===== src/ffd_pkg.sv =====
// ----------------------------------------------------------------------------
// Frame deframer package
// Shared types and constants for the start/end marker deframer with XOR check.
// ----------------------------------------------------------------------------
package ffd_pkg;

    // Number of bytes held in front of the newest byte.
    localparam int KEEP_LEN = 8;

    // Configuration register indexes and width of the index field.
    localparam int       CFG_IDX_W  = 8;
    localparam logic [CFG_IDX_W-1:0] REG_START_MARKER = 8'd0;
    localparam logic [CFG_IDX_W-1:0] REG_END_MARKER   = 8'd1;

    // Reset values of the marker registers.
    localparam logic [7:0] START_MARKER_RESET = 8'hAA;
    localparam logic [7:0] END_MARKER_RESET   = 8'h55;

    // Bit positions within the flag byte.
    localparam int FLAG_WALK = 0;
    localparam int FLAG_SIT  = 1;
    localparam int FLAG_LQR  = 2;

    // One stage of the byte shift line.
    typedef struct packed {
        logic       valid;
        logic [7:0] data;
    } cell_t;

    // One decoded frame.
    typedef struct packed {
        logic signed [15:0] velocity_milli;
        logic signed [15:0] yaw_milli;
        logic [7:0]         walk_speed;
        logic               walk_flag;
        logic               sit_flag;
        logic               lqr_select;
        logic               apply_modes;
    } frame_t;

endpackage


===== src/ffd_rx_if.sv =====
// ----------------------------------------------------------------------------
// Received byte channel
// Valid/ready channel carrying one received serial byte per request.
// ----------------------------------------------------------------------------
interface ffd_rx_if;
    logic       valid;
    logic       ready;
    logic [7:0] rx_byte;

    modport source (output valid, output rx_byte, input ready);
    modport sink   (input valid, input rx_byte, output ready);
endinterface


===== src/ffd_frame_if.sv =====
// ----------------------------------------------------------------------------
// Decoded frame channel
// Valid/ready channel carrying the fields of one decoded frame per request.
// ----------------------------------------------------------------------------
interface ffd_frame_if;
    logic               valid;
    logic               ready;
    logic signed [15:0] velocity_milli;
    logic signed [15:0] yaw_milli;
    logic [7:0]         walk_speed;
    logic               walk_flag;
    logic               sit_flag;
    logic               lqr_select;
    logic               apply_modes;

    modport source (output valid, output velocity_milli, output yaw_milli,
                    output walk_speed, output walk_flag, output sit_flag,
                    output lqr_select, output apply_modes, input ready);
    modport sink   (input valid, input velocity_milli, input yaw_milli,
                    input walk_speed, input walk_flag, input sit_flag,
                    input lqr_select, input apply_modes, output ready);
endinterface


===== src/ffd_cfg_if.sv =====
// ----------------------------------------------------------------------------
// Configuration write channel
// Valid/ready channel carrying a register index and write data.
// ----------------------------------------------------------------------------
interface ffd_cfg_if;
    logic       valid;
    logic       ready;
    logic [7:0] index;
    logic [7:0] data;

    modport source (output valid, output index, output data, input ready);
    modport sink   (input valid, input index, input data, output ready);
endinterface


===== src/ffd_cell.sv =====
// ----------------------------------------------------------------------------
// Shift line cell
// Holds one byte and its valid bit; takes its neighbour's contents on a shift.
// ----------------------------------------------------------------------------
module ffd_cell
    import ffd_pkg::*;
(
    input  logic  clk,
    input  logic  rst_n,
    input  logic  shift_en,
    input  logic  clear,
    input  cell_t prev,
    output cell_t cur
);

    logic       valid_reg;
    logic       valid_next;
    logic [7:0] data_reg;
    logic [7:0] data_next;

    // A clear drops the byte; a shift takes the neighbour's byte.
    always_comb
    begin
        valid_next = valid_reg;
        data_next  = data_reg;
        if (clear)
        begin
            valid_next = 1'b0;
        end
        else if (shift_en)
        begin
            valid_next = prev.valid;
            data_next  = prev.data;
        end
    end

    // The valid bit is control state and is reset.
    always_ff @(posedge clk or negedge rst_n)
    begin
        if (!rst_n)
        begin
            valid_reg <= 1'b0;
        end
        else
        begin
            valid_reg <= valid_next;
        end
    end

    // The byte itself needs no reset.
    always_ff @(posedge clk)
    begin
        data_reg <= data_next;
    end

    assign cur.valid = valid_reg;
    assign cur.data  = data_reg;

endmodule


===== src/ffd_match.sv =====
// ----------------------------------------------------------------------------
// Frame matcher
// Checks the window plus the new byte for a frame and decodes its fields.
// ----------------------------------------------------------------------------
module ffd_match
    import ffd_pkg::*;
(
    input  cell_t       window [KEEP_LEN],
    input  logic [7:0]  rx_byte,
    input  logic [7:0]  start_marker,
    input  logic [7:0]  end_marker,
    output logic        found,
    output frame_t      frame
);

    logic [7:0] check_sum;
    logic [7:0] flags;

    // XOR of the six payload bytes.
    always_comb
    begin
        check_sum = 8'h00;
        for (int i = 1; i <= 6; i++)
        begin
            check_sum = check_sum ^ window[i].data;
        end
    end

    // The oldest cell only holds a byte once the window is full.
    assign found = window[0].valid
                 && (window[0].data == start_marker)
                 && (rx_byte == end_marker)
                 && (check_sum == window[KEEP_LEN-1].data);

    // Field decode: big-endian values and the flag byte.
    assign flags                = window[5].data;
    assign frame.velocity_milli = {window[1].data, window[2].data};
    assign frame.yaw_milli      = {window[3].data, window[4].data};
    assign frame.walk_speed     = window[6].data;
    assign frame.walk_flag      = flags[FLAG_WALK];
    assign frame.sit_flag       = flags[FLAG_SIT];
    assign frame.lqr_select     = flags[FLAG_LQR];
    assign frame.apply_modes    = ~flags[FLAG_SIT];

endmodule


===== src/fixed_frame_deframer_xor_check_top.sv =====
// ----------------------------------------------------------------------------
// Fixed frame deframer with XOR check
// Finds nine-byte frames between start and end markers and decodes them.
// ----------------------------------------------------------------------------
// Throughput: one byte per cycle while the frame output is free or being taken;
// a decoded frame left waiting holds off further bytes until it is taken.
// A frame appears on the output in the cycle after its closing byte is taken.
// The output register is the only stage between the byte and frame channels.
// Reset: the window empties and the markers return to 0xAA and 0x55.
// ----------------------------------------------------------------------------
module fixed_frame_deframer_xor_check_top
    import ffd_pkg::*;
(
    input  logic            clk,
    input  logic            rst_n,
    ffd_cfg_if.sink         cfg,
    ffd_rx_if.sink          rx,
    ffd_frame_if.source     frame
);

    logic [7:0] start_marker_reg;
    logic [7:0] start_marker_next;
    logic [7:0] end_marker_reg;
    logic [7:0] end_marker_next;
    logic       out_valid_reg;
    logic       out_valid_next;
    frame_t     out_frame_reg;
    frame_t     out_frame_next;

    cell_t      chain [KEEP_LEN+1];
    cell_t      window [KEEP_LEN];
    logic       rx_take;
    logic       found;
    frame_t     decoded;

    // Configuration writes are always taken; unknown indexes are ignored.
    assign cfg.ready = 1'b1;

    always_comb
    begin
        start_marker_next = start_marker_reg;
        end_marker_next   = end_marker_reg;
        if (cfg.valid)
        begin
            if (cfg.index == REG_START_MARKER)
            begin
                start_marker_next = cfg.data;
            end
            else if (cfg.index == REG_END_MARKER)
            begin
                end_marker_next = cfg.data;
            end
        end
    end

    always_ff @(posedge clk or negedge rst_n)
    begin
        if (!rst_n)
        begin
            start_marker_reg <= START_MARKER_RESET;
            end_marker_reg   <= END_MARKER_RESET;
        end
        else
        begin
            start_marker_reg <= start_marker_next;
            end_marker_reg   <= end_marker_next;
        end
    end

    // A byte is taken whenever the output register is free or being drained.
    assign rx.ready = !out_valid_reg || frame.ready;
    assign rx_take  = rx.valid && rx.ready;

    // The new byte enters at the top of the shift line, newest in the last cell.
    assign chain[KEEP_LEN].valid = 1'b1;
    assign chain[KEEP_LEN].data  = rx.rx_byte;

    for (genvar g = 0; g < KEEP_LEN; g++)
    begin : g_cell
        ffd_cell u_cell (
            .clk      (clk),
            .rst_n    (rst_n),
            .shift_en (rx_take && !found),
            .clear    (rx_take && found),
            .prev     (chain[g+1]),
            .cur      (chain[g])
        );
        assign window[g] = chain[g];
    end

    ffd_match u_match (
        .window       (window),
        .rx_byte      (rx.rx_byte),
        .start_marker (start_marker_reg),
        .end_marker   (end_marker_reg),
        .found        (found),
        .frame        (decoded)
    );

    // Output register: load on a found frame, empty once taken.
    always_comb
    begin
        out_valid_next = out_valid_reg;
        out_frame_next = out_frame_reg;
        if (rx_take && found)
        begin
            out_valid_next = 1'b1;
            out_frame_next = decoded;
        end
        else if (frame.ready)
        begin
            out_valid_next = 1'b0;
        end
    end

    always_ff @(posedge clk or negedge rst_n)
    begin
        if (!rst_n)
        begin
            out_valid_reg <= 1'b0;
        end
        else
        begin
            out_valid_reg <= out_valid_next;
        end
    end

    always_ff @(posedge clk)
    begin
        out_frame_reg <= out_frame_next;
    end

    assign frame.valid          = out_valid_reg;
    assign frame.velocity_milli = out_frame_reg.velocity_milli;
    assign frame.yaw_milli      = out_frame_reg.yaw_milli;
    assign frame.walk_speed     = out_frame_reg.walk_speed;
    assign frame.walk_flag      = out_frame_reg.walk_flag;
    assign frame.sit_flag       = out_frame_reg.sit_flag;
    assign frame.lqr_select     = out_frame_reg.lqr_select;
    assign frame.apply_modes    = out_frame_reg.apply_modes;

endmodule

===== src/flat_wrapper.sv =====
// flat-port wrapper written by rule: the top's interface ports become plain ports
module fixed_frame_deframer_xor_check_top_flat import ffd_pkg::*;
  (clk, rst_n, cfg_valid, cfg_index, cfg_data, cfg_ready, rx_valid, rx_rx_byte, rx_ready, frame_valid, frame_velocity_milli, frame_yaw_milli, frame_walk_speed, frame_walk_flag, frame_sit_flag, frame_lqr_select, frame_apply_modes, frame_ready);
  ffd_cfg_if cfg_i ();
  ffd_rx_if rx_i ();
  ffd_frame_if frame_i ();
  input  logic clk;
  input  logic rst_n;
  input wire logic [$bits(cfg_i.valid)-1:0] cfg_valid;
  input wire logic [$bits(cfg_i.index)-1:0] cfg_index;
  input wire logic [$bits(cfg_i.data)-1:0] cfg_data;
  output wire logic [$bits(cfg_i.ready)-1:0] cfg_ready;
  input wire logic [$bits(rx_i.valid)-1:0] rx_valid;
  input wire logic [$bits(rx_i.rx_byte)-1:0] rx_rx_byte;
  output wire logic [$bits(rx_i.ready)-1:0] rx_ready;
  output wire logic [$bits(frame_i.valid)-1:0] frame_valid;
  output wire logic [$bits(frame_i.velocity_milli)-1:0] frame_velocity_milli;
  output wire logic [$bits(frame_i.yaw_milli)-1:0] frame_yaw_milli;
  output wire logic [$bits(frame_i.walk_speed)-1:0] frame_walk_speed;
  output wire logic [$bits(frame_i.walk_flag)-1:0] frame_walk_flag;
  output wire logic [$bits(frame_i.sit_flag)-1:0] frame_sit_flag;
  output wire logic [$bits(frame_i.lqr_select)-1:0] frame_lqr_select;
  output wire logic [$bits(frame_i.apply_modes)-1:0] frame_apply_modes;
  input wire logic [$bits(frame_i.ready)-1:0] frame_ready;
  assign cfg_i.valid = cfg_valid;
  assign cfg_i.index = cfg_index;
  assign cfg_i.data = cfg_data;
  assign cfg_ready = cfg_i.ready;
  assign rx_i.valid = rx_valid;
  assign rx_i.rx_byte = rx_rx_byte;
  assign rx_ready = rx_i.ready;
  assign frame_valid = frame_i.valid;
  assign frame_velocity_milli = frame_i.velocity_milli;
  assign frame_yaw_milli = frame_i.yaw_milli;
  assign frame_walk_speed = frame_i.walk_speed;
  assign frame_walk_flag = frame_i.walk_flag;
  assign frame_sit_flag = frame_i.sit_flag;
  assign frame_lqr_select = frame_i.lqr_select;
  assign frame_apply_modes = frame_i.apply_modes;
  assign frame_i.ready = frame_ready;
  fixed_frame_deframer_xor_check_top u_core (.clk(clk), .rst_n(rst_n), .cfg(cfg_i), .rx(rx_i), .frame(frame_i));
endmodule

===== config.mk =====
export PLATFORM = sky130hd
export DESIGN_NAME = fixed_frame_deframer_xor_check_top_flat
export DESIGN_NICKNAME = d
export VERILOG_FILES = /design/src/ffd_pkg.sv /design/src/ffd_rx_if.sv /design/src/ffd_frame_if.sv /design/src/ffd_cfg_if.sv /design/src/ffd_cell.sv /design/src/ffd_match.sv /design/src/fixed_frame_deframer_xor_check_top.sv /design/src/flat_wrapper.sv
export SDC_FILE = /design/constraint.sdc
export NUM_CORES = 1
export LEC_CHECK = 0
export BUFFER_PORTS_ARGS = -buffer_cell sky130_fd_sc_hd__buf_2
export CORE_MARGIN = 1
export CORE_UTILIZATION = 30
export CTS_BUF_LIST = sky130_fd_sc_hd__clkbuf_4 sky130_fd_sc_hd__clkbuf_8 sky130_fd_sc_hd__clkbuf_16
export DETAILED_ROUTE_END_ITERATION = 8
export PLACE_DENSITY_LB_ADDON = 0.25
export SYNTH_ARGS = -nofsm -noshare
export SYNTH_HDL_FRONTEND = slang
export SYNTH_SLANG_ARGS = --single-unit
export TNS_END_PERCENT = 100

===== constraint.sdc =====
create_clock -name clk -period 6.25 [get_ports clk]
set_clock_uncertainty 0.15 [all_clocks]
set_input_delay 0.625 -clock clk [delete_from_list [all_inputs] [get_ports clk]]
set_output_delay 0.625 -clock clk [all_outputs]
set_load 0.01 [all_outputs]

; Yosys cells after proc, flatten, opt, wreduce, memory -nomap -nowiden
; Cells that the tools add are included.
[op_classes]
add_sub_neg = 0
mul = 0
n_div = 0
order_cmp = 0
eq_ne = 4
shifts = 0
mux = 18
bitwise_logic = 8
n_reduce_logical = 15
[op_table]
columns = operator, n
row1 = $xor A8 B8 Y8, 5
row2 = $eq A8 B8 Y1, 3
row3 = $mux W1, 18
row4 = $eq A8 B1 Y1 const B, 1
row5 = $logic_not A8 Y1, 1
row6 = $logic_and A1 B1 Y1, 6
row7 = $reduce_and A2 Y1, 2
row8 = $reduce_bool A2 Y1, 2
row9 = $not A1 Y1, 3
row10 = $reduce_and A3 Y1, 1
row11 = $logic_not A1 Y1, 2
row12 = $logic_or A1 B1 Y1, 1
[totals]
reg_bits = 133
latch_bits = 0
ramBits = 0
mem_bits_ro = 0
in_bits = 29
output_inout_bits = 47
elab_cells = 71
memories = 0

; Depth between registers and ports, before layout
; Gate-level depths: netlist of run 1.
[logic_depth]
word_depth = 11
mapped_depth = 5
ltp_nobuf = 5

; By module
; A second synthesis of run 1 with hierarchy kept.
[hier_totals]
hier_cells = 296
area_unflattened_um2 = 5422.7
[by_module_without_submodules]
columns = mod, instances, cells_per_inst, area_each_um2, seq_area_each_um2
row1 = ffd_cell, 8, 13, 292.8, 265.3
row2 = fixed_frame_deframer_xor_check_top, 1, 91, 2054.5, 1756.7
row3 = ffd_match, 1, 101, 1026.0, 0.0

; Worst setup path after synthesis of run 1
; Ideal clock, no wire load.
[synth_timing]
path_type = input port to flip-flop
startpoint = input frame_ready
endpoint = register u_core.g_cell[0].u_cell.data_reg[0], enable pin
setup_time_ns = 0.486
arrival_ns = 3.942
required_ns = 5.614
setup_slack_ns = 1.672
stages = 4
n_path_buf = 1
path_cell_list = nand2b_1 nand2_1 buf_1 nor2_1
[synth_between]
elab_chain_len = 5
elab_cells_between_ends = 6
classes_between = 1 x bitwise / 5 x reduce/logical
[synth_lines]
columns = item, line_no
row1 = "start, declared", flat_wrapper.sv:24  ; input wire logic [$bits(frame_i.ready)-1:0] frame_ready;
row2 = $logic_or A1 B1 Y1 *, fixed_frame_deframer_xor_check_top.sv:71  ; assign rx.ready = !out_valid_reg || frame.ready;
row3 = $logic_and A1 B1 Y1 *, fixed_frame_deframer_xor_check_top.sv:72  ; assign rx_take = rx.valid && rx.ready;
row4 = $logic_and A1 B1 Y1, fixed_frame_deframer_xor_check_top.sv:84  ; .clear (rx_take && found),
row5 = $not A1 Y1 (no source line), --
row6 = $reduce_and A2 Y1 (no source line) *, --
row7 = "end signal, assigned", ffd_cell.sv:53  ; data_reg <= data_next;
row8 = "end, declared", ffd_cell.sv:18  ; logic [7:0] data_reg;
; Every way passes the cells marked *; elsewhere a longest branch is shown, timed or not.
; A chain may end at the register's enable or synchronous reset.

; Worst setup path in the final report of run 1
[layout_timing]
startpoint = register u_core.g_cell[2].u_cell.data_reg[7]
endpoint = register u_core.out_frame_reg, in the netlist u_core.frame.yaw_milli[5], enable pin
[layout_between]
elab_chain_len = 8
[layout_lines]
columns = item, line_no
row1 = "start, declared", ffd_cell.sv:18
row2 = "start signal, assigned", ffd_cell.sv:53
row3 = $xor A8 B8 Y8 (5 in a row), ffd_match.sv:25  ; check_sum = check_sum ^ window[i].data;
row4 = $eq A8 B8 Y1, ffd_match.sv:33  ; && (check_sum == window[KEEP_LEN-1].data);
row5 = $logic_and A1 B1 Y1, ffd_match.sv:33
row6 = $logic_and A1 B1 Y1, --
row7 = net u_core.g_cell[0].u_cell.clear, ffd_cell.sv:11  ; input logic clear,
row8 = "end signal, assigned", fixed_frame_deframer_xor_check_top.sv:130  ; out_frame_reg <= out_frame_next;
row9 = "end, declared", fixed_frame_deframer_xor_check_top.sv:27  ; frame_t out_frame_reg;
; The timed path passes the listed nets, and every way through them passes these cells.

==> results of run 1 <==
==> cells by family after synthesis <==
logic type / after synthesis
flops: 133
xor+xnor: 48
simple gates: 28
mux: 17
buf+inv: 11
compound gates: 8
other cells: 1
==> cell usage in the layout, fill, tap and decap left out, types with 2 or more instances in the layout <==
| cell | netlist | final |
|---|---|---|
| o31ai_1 | 7 | 7 |
| nor2_4 | 0 | 2 |
| buf_4 | 1 | 2 |
| clkinv_2 | 0 | 2 |
| xnor2_1 | 9 | 9 |
| buf_2 | 0 | 74 |
| nand4_1 | 2 | 2 |
| xor2_1 | 23 | 23 |
| dfstp_2 | 8 | 8 |
| mux2_2 | 16 | 16 |
| nand3_1 | 3 | 3 |
| inv_1 | 9 | 9 |
| edfxtp_1 | 108 | 108 |
| clkbuf_16 | 0 | 18 |
| clkbuf_4 | 0 | 4 |
| clkbuf_8 | 0 | 4 |
| nor4_1 | 4 | 4 |
| nand2_1 | 10 | 10 |
| dfrtp_1 | 17 | 17 |
| clkinvlp_4 | 0 | 2 |
| xnor3_2 | 4 | 4 |
| xnor3_1 | 12 | 12 |
==> power by group <==
| part | switching, mW | total, mW | internal, mW | leakage (nW) |
|---|---|---|---|---|
| sequential | 0.0261 | 1.03 | 1.00 | 1.32 |
| clock | 0.350 | 0.981 | 0.631 | 0.296 |
| combinational | 0.0569 | 0.131 | 0.0740 | 0.911 |
| total | 0.433 | 2.14 | 1.71 | 2.53 |
==> cell type report <==
class | instances | area share (%)
Sequential cell | 133 | 62.0
Multi-Input combinational cell | 102 | 17.4
Timing Repair Buffer | 76 | 6.16
Inverter | 9 | 0.540
Antenna cell | 1 | 0.0400
Clock buffer | 26 | 8.55
Clock inverter | 6 | 1.02
Tap cell | 216 | 4.32
==> through the flow <==
stage / std cells / hold WS (ns) / area [um2] / power, mW
global route: 568 / 0.0893 / 6260 / 2.22
floorplan: 246 / 0.179 / 5000 / 1.14
finish: 569 / 0.0635 / 6260 / 2.14
CTS: 568 / 0.0723 / 6260 / 2.17
detailed placement: 536 / 0.308 / 5660 / 1.18
global placement: 536 / 0.302 / 5660 / 1.18
==> routing by layer <==
metal	up-vias	GRT usage [%]	wire length, um
met1	1182	14.5	4010
met5	-	0	13
li1	1109	-	-
met4	2	6.09	188
met2	66	14.9	3630
met3	16	4.42	485
==> critical path, cell delays in order (launching register included) <==
cell and delay (ns):
edfxtp_1 0.41, xnor3_1 0.43, xnor3_1 0.24, nand4_1 0.20, or4_4 0.49, nor2_4 0.50
buf_4 0.44
==> worst max-delay path by stage <==
stage,cells past startpoint,startpoint,slack [ns],end
4_1_cts,6,u_core.g_cell[1].u_cell.data_reg[7],2.96,u_core.frame.yaw_milli[5]
2_1_floorplan,4,frame_ready,1.67,u_core.g_cell[0].u_cell.data_reg[0]
6_report,6,u_core.g_cell[2].u_cell.data_reg[7],3.04,u_core.frame.yaw_milli[5]
5_1_grt,6,u_core.end_marker_reg[6],2.80,u_core.frame.walk_speed[6]
3_3_place_gp,7,rx_rx_byte[6],2.78,u_core.frame.velocity_milli[13]
3_5_place_dp,7,rx_rx_byte[6],2.69,u_core.frame.velocity_milli[13]
==> metrics.yaml, run 1 <==
run_status:
  status: "finished clean"
clock_tree:
  clockBufferDepth: 2
  clock_latency_ns: 0.41
  post-cts-setup-buffers: 0
  h-tree-depth: 4
  path_clk_slew_ns: 0.06
  hold_buffers: 0
  cts_resized: 0
  numCtsBuffers: 17
  clock-root-buffer: "clkbuf_16"
  cts_tree: "built"
  clock_sinks: 133
pwr:
  power_density_nw_per_um2: 342
  vdd_drop_max_mv: 0.204
  p_leak_nw: 2.53
cells_and_area:
  largest_register_ffs: 64
  final_util_pct: 39.0
  drive_gt1_share_pct: 40.3
  area_growth_pct: 25.2
  seq_area_um2: 3880
  fillers: 1478
  multi_input_area_um2: 1090
  nNetsFinal: 368
sta:
  hold_viol_final: 0
  final_max_slew_viol_count: 0
  slew_headroom_pct: 41.4
  grt_setup_unrepaired: "false"
  setup_tns_ns: 0
  period_share_pct: 51.4
  worst_slew_pin_slew_ns: 0.877
  setup_violations: 0
  period_minus_slack_ns: 3.21
  layout_setup_ws_ns: 3.04
  fmax_mhz: 311
detailed_routing:
  vias: 2375
  ant_nets: 0
  wl_per_cell_um: 14.7
  drc: 0
  post_drt_via_cell_ratio: 4.17
  first_pass_iters: 4
  drtIter0Drc: 144
  finalWirelength_um: 8340
synth:
  synthCells: 246
  synth_fp_nets: 275
  synthXorXnorAreaFrac_pct: 12.9
  ys_seq_area_share_pct: 77.6
  synth_area_leader_cell: "edfxtp_1"
  synth_seq_cells: 133
  async_reset_ff_share_pct: 18.8
  synth_top_cells_by_area: "edfxtp_1 (65%), dfrtp_1 (8.5%), xnor3_1 (5.4%)"
  synth_compound_area_share_pct: 1.23
  syn_area_per_cell_um2: 20.3
  syn_area_um2: 5000
  synth_flop_cell: "edfxtp_1"
  yosys.cell_types.count: 26
  synth_fa_ha_area_share_pct: 0
  synth_simple_gate_area_share_pct: 3.50
  synth_top_family_by_area: "XOR/XNOR gates"
  synth_top_area_share_pct: 64.9
  synth_most_common_cell: "edfxtp_1"
  yosys-top-cells-count: "edfxtp_1 (108), xor2_1 (23), dfrtp_1 (17), mux2_2 (16), xnor3_1 (12)"
  muxShareOfSynthArea_pct: 3.80
  synth_edf_count: 108
  yosys_warnings: 0
grt:
  grt_pass1_vias: 2384
  grt_use_total_pct: 10.9
  grt_max_degree: 36
  grt_pass1_wl_um: 13000
  grt.overflow.total: 0
  antenna_found_initial: 1
placed_design:
  place_congestion: 0.702
  numPortBuffers: 74
  dp_hpwl_um: 5580
  place_ws_ns: 2.69
die:
  fp.dieH_um: 131
  dieWidth_um: 131
  ios: 76
  dieArea_um2: 17200
  core_um2: 16100
  num_rows: 46
  start_util_pct: 31.1
critical_path:
  timing.rr.start: "u_core.g_cell[2].u_cell.data_reg[7]"
  required_ns: 6.17
  cp-start-kind: "flop"
  crit_arrival_ns: 3.14
  r2r_slack_ns: 3.04
  end_kind: "flop"
  path_class: "flop to flop"
  crit_fanout: 23
  r2r_end: "u_core.frame.yaw_milli[5]"
  ff2ff_path_depth: 6
worst_hold_path:
  hold_class: "primary input to async pin"
job:
  drv_cap: 0
Power figures use the tool's default switching activity.
==> run 2, diff against run 1 <==
--- a/config.mk
+++ b/config.mk
@@ -5,6 +5,7 @@
 export SDC_FILE = /design/constraint.sdc
 export NUM_CORES = 1
 export LEC_CHECK = 0
+export ABC_AREA = 1
 export BUFFER_PORTS_ARGS = -buffer_cell sky130_fd_sc_hd__buf_2
 export CORE_MARGIN = 1
 export CORE_UTILIZATION = 30
==> constraint.sdc (replaced) <==
create_clock -name clk -period 2.7 [get_ports clk]
set_clock_uncertainty 0.15 [all_clocks]
set_input_delay 0.27 -clock clk [delete_from_list [all_inputs] [get_ports clk]]
set_output_delay 0.27 -clock clk [all_outputs]
set_load 0.01 [all_outputs]
==> run 2 against run 1 <==
Against the previous run:
- flip-flop and latch count unchanged
- global-route usage grew 1.4 points
- die area grew 9.5%
- cell count rose by 49%
- combinational power rose to 2.5 times the previous value
- largest cell class unchanged
==> metrics.yaml, run 2 <==
critical_path:
  path_class: "flop to flop"
  crit_fanout: 45
  r2r_slack_ns: 0.25
  required_ns: 2.65
  r2r_end: "u_core.frame.yaw_milli[10]"
  path_cells: "nand2_1 -> inv_1 -> nor2_1 -> nand2_1 -> nand2_1 -> nor2_1 -> nor2_1 -> nand2_1 -> nor3_4 -> nand2_4 -> nor2_4 -> buf_12"
  cpMostUsedCell: "nand2_1"
  ff2ff_path_depth: 12
  crit_slowest_cell: "edfxtp_1"
  crit_arrival_ns: 2.40
  slowest_delay_ns: 0.44
  end_kind: "flop"
  cp-start-kind: "flop"
  timing.rr.start: "u_core.g_cell[4].u_cell.data_reg[2]"
detailed_routing:
  ant_nets: 0
  first_pass_iters: 6
  vias: 3590
  finalWirelength_um: 10500
  wl_per_cell_um: 12.3
  drtIter0Drc: 231
  post_drt_via_cell_ratio: 4.23
  drc: 0
worst_hold_path:
  hold_class: "primary input to flop"
  min_path_cells: 4
  hold_end: "u_core.frame.valid"
  hp-start: "frame_ready"
clock_tree:
  post-cts-setup-buffers: 0
  numCtsBuffers: 17
  clock_sinks: 133
  clockBufferDepth: 2
  h-tree-depth: 4
  path_clk_slew_ns: 0.06
  clock-root-buffer: "clkbuf_16"
  cts_tree: "built"
  clock_latency_ns: 0.42
grt:
  grt.overflow.total: 0
  grt_pass1_wl_um: 16900
  grt_max_degree: 46
  grt_pass1_vias: 3481
  grt_use_total_pct: 12.3
  antenna_found_initial: 0
placed_design:
  numPortBuffers: 74
  place_congestion: 0.745
  dpl.cell_count: 800
  dp_hpwl_um: 7080
  place_ws_ns: 0.165
cells_and_area:
  final_common_cell: "nand2_1"
  fillers: 1736
  drive_gt1_share_pct: 21.0
  layout_common_cells: "nand2_1 (174), edfxtp_1 (108), inv_1 (77)"
  largest_register_ffs: 64
  fin_cells: 849
  area_growth_pct: 27.4
  antennaDiodeCount: 0
  nNetsFinal: 636
  final_util_pct: 38.9
pwr:
  power.share.switching_pct: 21.8
  p_sw_mw: 1.11
  power_density_nw_per_um2: 730
  power.internal_mw: 3.99
  p_leak_nw: 3.09
  p_total_mw: 5.10
  vdd_drop_max_mv: 0.480
  p_seq_share_pct: 47.0
  clkPwrFrac_pct: 46.5
  combPwrFrac_pct: 6.5
synth:
  synth_seq_cells: 133
  synth_edf_count: 108
  synth_top_area_share_pct: 59.2
  synth_area_leader_cell: "edfxtp_1"
  yosys_warnings: 0
  ys_seq_area_share_pct: 70.7
  yosys-top-cells-count: "nand2_1 (175), edfxtp_1 (108), inv_1 (77), nor2_1 (22), nand3_1 (21)"
  synth_top_cells_by_area: "edfxtp_1 (59%), nand2_1 (12%), dfrtp_1 (7.8%)"
  synth_flop_cell: "edfxtp_1"
  syn_area_per_cell_um2: 11.1
  yosys.cell_types.count: 29
  synth_most_common_cell: "nand2_1"
  async_reset_ff_share_pct: 18.8
  syn_area_um2: 5480
  synthCells: 496
  synth_fp_nets: 525
sta:
  grt_setup_unrepaired: "false"
  fmax_mhz: 408
  hold_viol_final: 0
  final_max_slew_viol_count: 0
  worst_slew_pin_slew_ns: 0.589
  slew_headroom_pct: 60.7
  setup_violations: 0
  period_minus_slack_ns: 2.45
  period_share_pct: 90.8
  layout_setup_ws_ns: 0.247
die:
  dieArea_um2: 18800
  num_rows: 49
  fp.dieH_um: 137
  start_util_pct: 30.5
  dieWidth_um: 137
  ios: 76
  core_um2: 18000
run_status:
  status: "finished clean"
job:
  drv_cap: 0
run 2: cell count changes after synthesis, moves of 7 or more:
cell | previous run | this run
nand2_1 | 10 | 175
inv_1 | 9 | 77
nor2_1 | 3 | 22
nand3_1 | 3 | 21
mux2_2 | 16 | 0
o21ai_1 | 0 | 16
xor2_1 | 23 | 8
xnor3_1 | 12 | 0
o21ai_0 | 0 | 9
o31ai_1 | 7 | 0
run 2: worst max-delay path by stage:
stage	startpoint	end	slack, ns	depth (start not counted)
after floorplan	u_core.g_cell[5].u_cell.data_reg[1]	u_core.g_cell[0].u_cell.data_reg[0]	-0.05	13
after global placement	u_core.g_cell[4].u_cell.data_reg[2]	u_core.frame.velocity_milli[10]	0.22	12
after detailed placement	u_core.g_cell[4].u_cell.data_reg[2]	u_core.frame.lqr_select	0.17	12
after CTS	u_core.g_cell[4].u_cell.data_reg[2]	u_core.frame.yaw_milli[10]	0.15	12
after global routing	u_core.g_cell[4].u_cell.data_reg[2]	u_core.frame.yaw_milli[10]	0.01	12
final	u_core.g_cell[4].u_cell.data_reg[2]	u_core.frame.yaw_milli[10]	0.25	12
run 2: kinds of logic after synthesis:
family,count (synthesis),share of synthesized area (%)
AO/OA/AOI/OAI,27,2.53
XOR/XNOR,18,2.88
buffers and inverters,83,5.77
flip-flops,133,70.7
other,1,0.0684
AND/OR/NAND/NOR,234,18.0
run 2: worst max-delay path, delay by kind of cell (launching register included):
| family | cells | cell delay (ns) |
|---|---|---|
| DFF | 1 | 0.44 |
| buffers and inverters | 2 | 0.31 |
| and+or+nand+nor | 10 | 1.19 |
run 2: routing by layer:
| layer | track usage, % | vias up | part of all wire, % |
|---|---|---|---|
| li1 | - | 1821 | - |
| met1 | 15.0 | 1675 | 45 |
| met2 | 19.5 | 77 | 49 |
| met3 | 3.64 | 17 | 4.5 |
| met4 | 6.65 | 0 | 1.8 |
| met5 | 0 | - | 0 |
run 2: repair_timing:
item,CTS,global route
hold endpoints to repair,41,0
hold buffers,17,0
resized for setup,0,0
run 2: through the flow:
stage / TNS [ns] / instance area (um2) / hold slack [ns]
after CTS: 0 / 6990 / 0.0000189
after detailed placement: 0 / 6200 / 0.163
after global placement: 0 / 6200 / 0.151
final: 0 / 6990 / 0.0112
after floorplan: -3.43 / 5500 / -0.176
after global routing: 0 / 6990 / 0.0317
run 2: area by class of cell:
type / count / area, um2 / area share, %
flip-flops and latches: 133 / 3880 / 55.5
multi-input cells: 280 / 1310 / 18.7
repair buffers: 96 / 603 / 8.63
clock buffers: 17 / 425 / 6.09
inverters: 79 / 297 / 4.25
well taps: 229 / 287 / 4.10
clock inverters: 15 / 186 / 2.67
run 2: power by group through the flow:
| stage | sequential [mW] | clock, mW | combinational (mW) |
|---|---|---|---|
| after floorplan | 2.42 | 0 | 0.227 |
| after global placement | 2.43 | 0 | 0.307 |
| after detailed placement | 2.44 | 0 | 0.315 |
| after CTS | 2.40 | 2.44 | 0.337 |
| after global routing | 2.41 | 2.52 | 0.381 |
| final | 2.40 | 2.37 | 0.329 |
==> run 3, diff against run 2 <==
--- a/config.mk
+++ b/config.mk
@@ -6,11 +6,11 @@
 export NUM_CORES = 1
 export LEC_CHECK = 0
 export ABC_AREA = 1
-export BUFFER_PORTS_ARGS = -buffer_cell sky130_fd_sc_hd__buf_2
 export CORE_MARGIN = 1
 export CORE_UTILIZATION = 30
 export CTS_BUF_LIST = sky130_fd_sc_hd__clkbuf_4 sky130_fd_sc_hd__clkbuf_8 sky130_fd_sc_hd__clkbuf_16
 export DETAILED_ROUTE_END_ITERATION = 8
+export DONT_BUFFER_PORTS = 1
 export PLACE_DENSITY_LB_ADDON = 0.25
 export SYNTH_ARGS = -nofsm -noshare
 export SYNTH_HDL_FRONTEND = slang
==> run 3 against run 2 <==
Against the previous run:
- power shrank 5.1%
- worst hold slack better by 0.066 ns
- clock power decreased by 10%
- highest routed layer unchanged
==> metrics.yaml, run 3 (same netlist as run 2, synthesis figures left out) <==
cells_and_area:
  area_growth_pct: 19.8
  fillers: 1740
  largest_register_ffs: 64
  layout_common_cells: "nand2_1 (174), edfxtp_1 (108), inv_1 (77)"
  drive_gt1_share_pct: 9.36
  final_common_cell: "nand2_1"
  nNetsFinal: 564
  final_util_pct: 36.6
  antennaDiodeCount: 0
  fin_cells: 774
  seq_area_um2: 3880
  multi_input_area_um2: 1310
critical_path:
  end_kind: "flop"
  slowest_delay_ns: 0.53
  path_cells: "inv_1 -> nand2_1 -> nand2_1 -> nor2_1 -> nand2_1 -> nor3_4 -> nand3_2 -> nor3_4 -> nand2_4 -> nor2_4 -> buf_12"
  path_class: "flop to flop"
  required_ns: 2.64
  crit_fanout: 45
  cpMostUsedCell: "nand2_1"
  crit_slowest_cell: "dfstp_2"
  crit_arrival_ns: 2.40
  cp-start-kind: "flop"
placed_design:
  place_ws_ns: 0.185
  place_congestion: 0.727
  numPortBuffers: 0
  dpl.cell_count: 726
  dp_hpwl_um: 6900
die:
  core_um2: 18000
  dieArea_um2: 18800
  start_util_pct: 30.5
  dieWidth_um: 137
  fp.dieH_um: 137
  ios: 76
  num_rows: 49
detailed_routing:
  first_pass_iters: 6
  post_drt_via_cell_ratio: 4.20
  wl_per_cell_um: 13.3
  finalWirelength_um: 10300
  drc: 0
  drtIter0Drc: 219
  ant_nets: 0
  vias: 3254
job:
  drv_cap: 0
grt:
  grt_pass1_wl_um: 16600
  busiest_layer: "met2"
  grt_max_degree: 46
  grt_pass1_vias: 3294
  gr-usage-met2_pct: 19.4
  use_met1_pct: 14.1
  antenna_found_initial: 0
  grt.overflow.total: 0
  grt_use_total_pct: 12.1
  grtUsageMet3_pct: 4.27
clock_tree:
  numCtsBuffers: 17
  h-tree-depth: 4
  cts_tree: "built"
  path_clk_slew_ns: 0.05
  clock-root-buffer: "clkbuf_16"
  hold_buffers: 19
  clockBufferDepth: 2
  clock_latency_ns: 0.41
  clock_sinks: 133
  post-cts-setup-buffers: 0
  cts_resized: 0
pwr:
  p_leak_nw: 2.79
  power_density_nw_per_um2: 737
  p_sw_mw: 1.04
  p_total_mw: 4.84
  clkPwrFrac_pct: 44.1
  p_seq_share_pct: 49.6
  combPwrFrac_pct: 6.4
  power.share.switching_pct: 21.5
  power.internal_mw: 3.80
  vdd_drop_max_mv: 0.401
sta:
  layout_setup_ws_ns: 0.242
  final_max_slew_viol_count: 0
  period_share_pct: 91.0
  period_minus_slack_ns: 2.46
  fmax_mhz: 407
  slew_headroom_pct: 66.7
  hold_viol_final: 0
  worst_slew_pin_slew_ns: 0.498
  grt_setup_unrepaired: "false"
  setup_violations: 0
run_status:
  status: "finished clean"
worst_hold_path:
  hold_class: "primary input to flop"
[run 3: cell types whose count changed in the layout (fill, tap and decap cells not counted), sizes merged]
cell,delta
inv,-1
clkbuf,+3
clkinv,+1
buf,-73
clkinvlp,-4
dlygate4sd3,+1
bufinv,-2
[run 3: path summary, 6_finish.rpt]
| path | cells after the start | from | slack, ns | end |
|---|---|---|---|---|
| max in group asynchronous | 2 | rst_n | 2.04 | u_core.end_marker_reg[2] |
| max | 11 | u_core.end_marker_reg[6] | 0.24 | u_core.frame.velocity_milli[11] |
| min reg2reg | 0 | u_core.g_cell[5].u_cell.data_reg[5] | 0.33 | u_core.g_cell[4].u_cell.data_reg[5] |
| min in group asynchronous | 2 | rst_n | 0.13 | u_core.frame.valid |
| max reg2reg | 11 | u_core.end_marker_reg[6] | 0.24 | u_core.frame.velocity_milli[11] |
| min | 3 | cfg_index[0] | 0.08 | u_core.end_marker_reg[2] |
[run 3: final cells by class]
cell class                      count  area share [%]
Sequential cell                   133            59.0
Inverter                           79            4.51
Clock inverter                      9            1.35
Multi-Input combinational cell    280            19.9
Timing Repair Buffer               24            4.00
Clock buffer                       20            6.82
Tap cell                          229            4.36
[run 3: critical path: cells and delay by family, from the launching register on]
kind | cells | cell delay (ns)
buffers and inverters | 2 | 0.33
flip-flops | 1 | 0.53
AND/OR/NAND/NOR | 9 | 1.12
[run 3: layer usage]
metal | up-vias | part of all wire [%]
met5 | - | 0
met4 | 0 | 2.0
met3 | 17 | 5.6
met2 | 68 | 47
met1 | 1500 | 45
li1 | 1669 | -
[run 3: power groups by stage]
stage	clock network [mW]	logic, mW	registers [mW]
2_1_floorplan	0	0.227	2.42
3_3_place_gp	0	0.273	2.43
3_5_place_dp	0	0.280	2.44
4_1_cts	2.19	0.316	2.40
5_1_grt	2.28	0.361	2.41
6_report	2.13	0.309	2.40
[run 3: stage by stage]
| stage | area (um2) | hold WS [ns] | TNS [ns] |
|---|---|---|---|
| global route | 6570 | 0.0878 | 0 |
| finish | 6570 | 0.0768 | 0 |
| detailed placement | 5830 | -0.174 | 0 |
| global placement | 5830 | -0.174 | 0 |
| floorplan | 5500 | -0.176 | -3.43 |
| CTS | 6570 | 0.0677 | 0 |
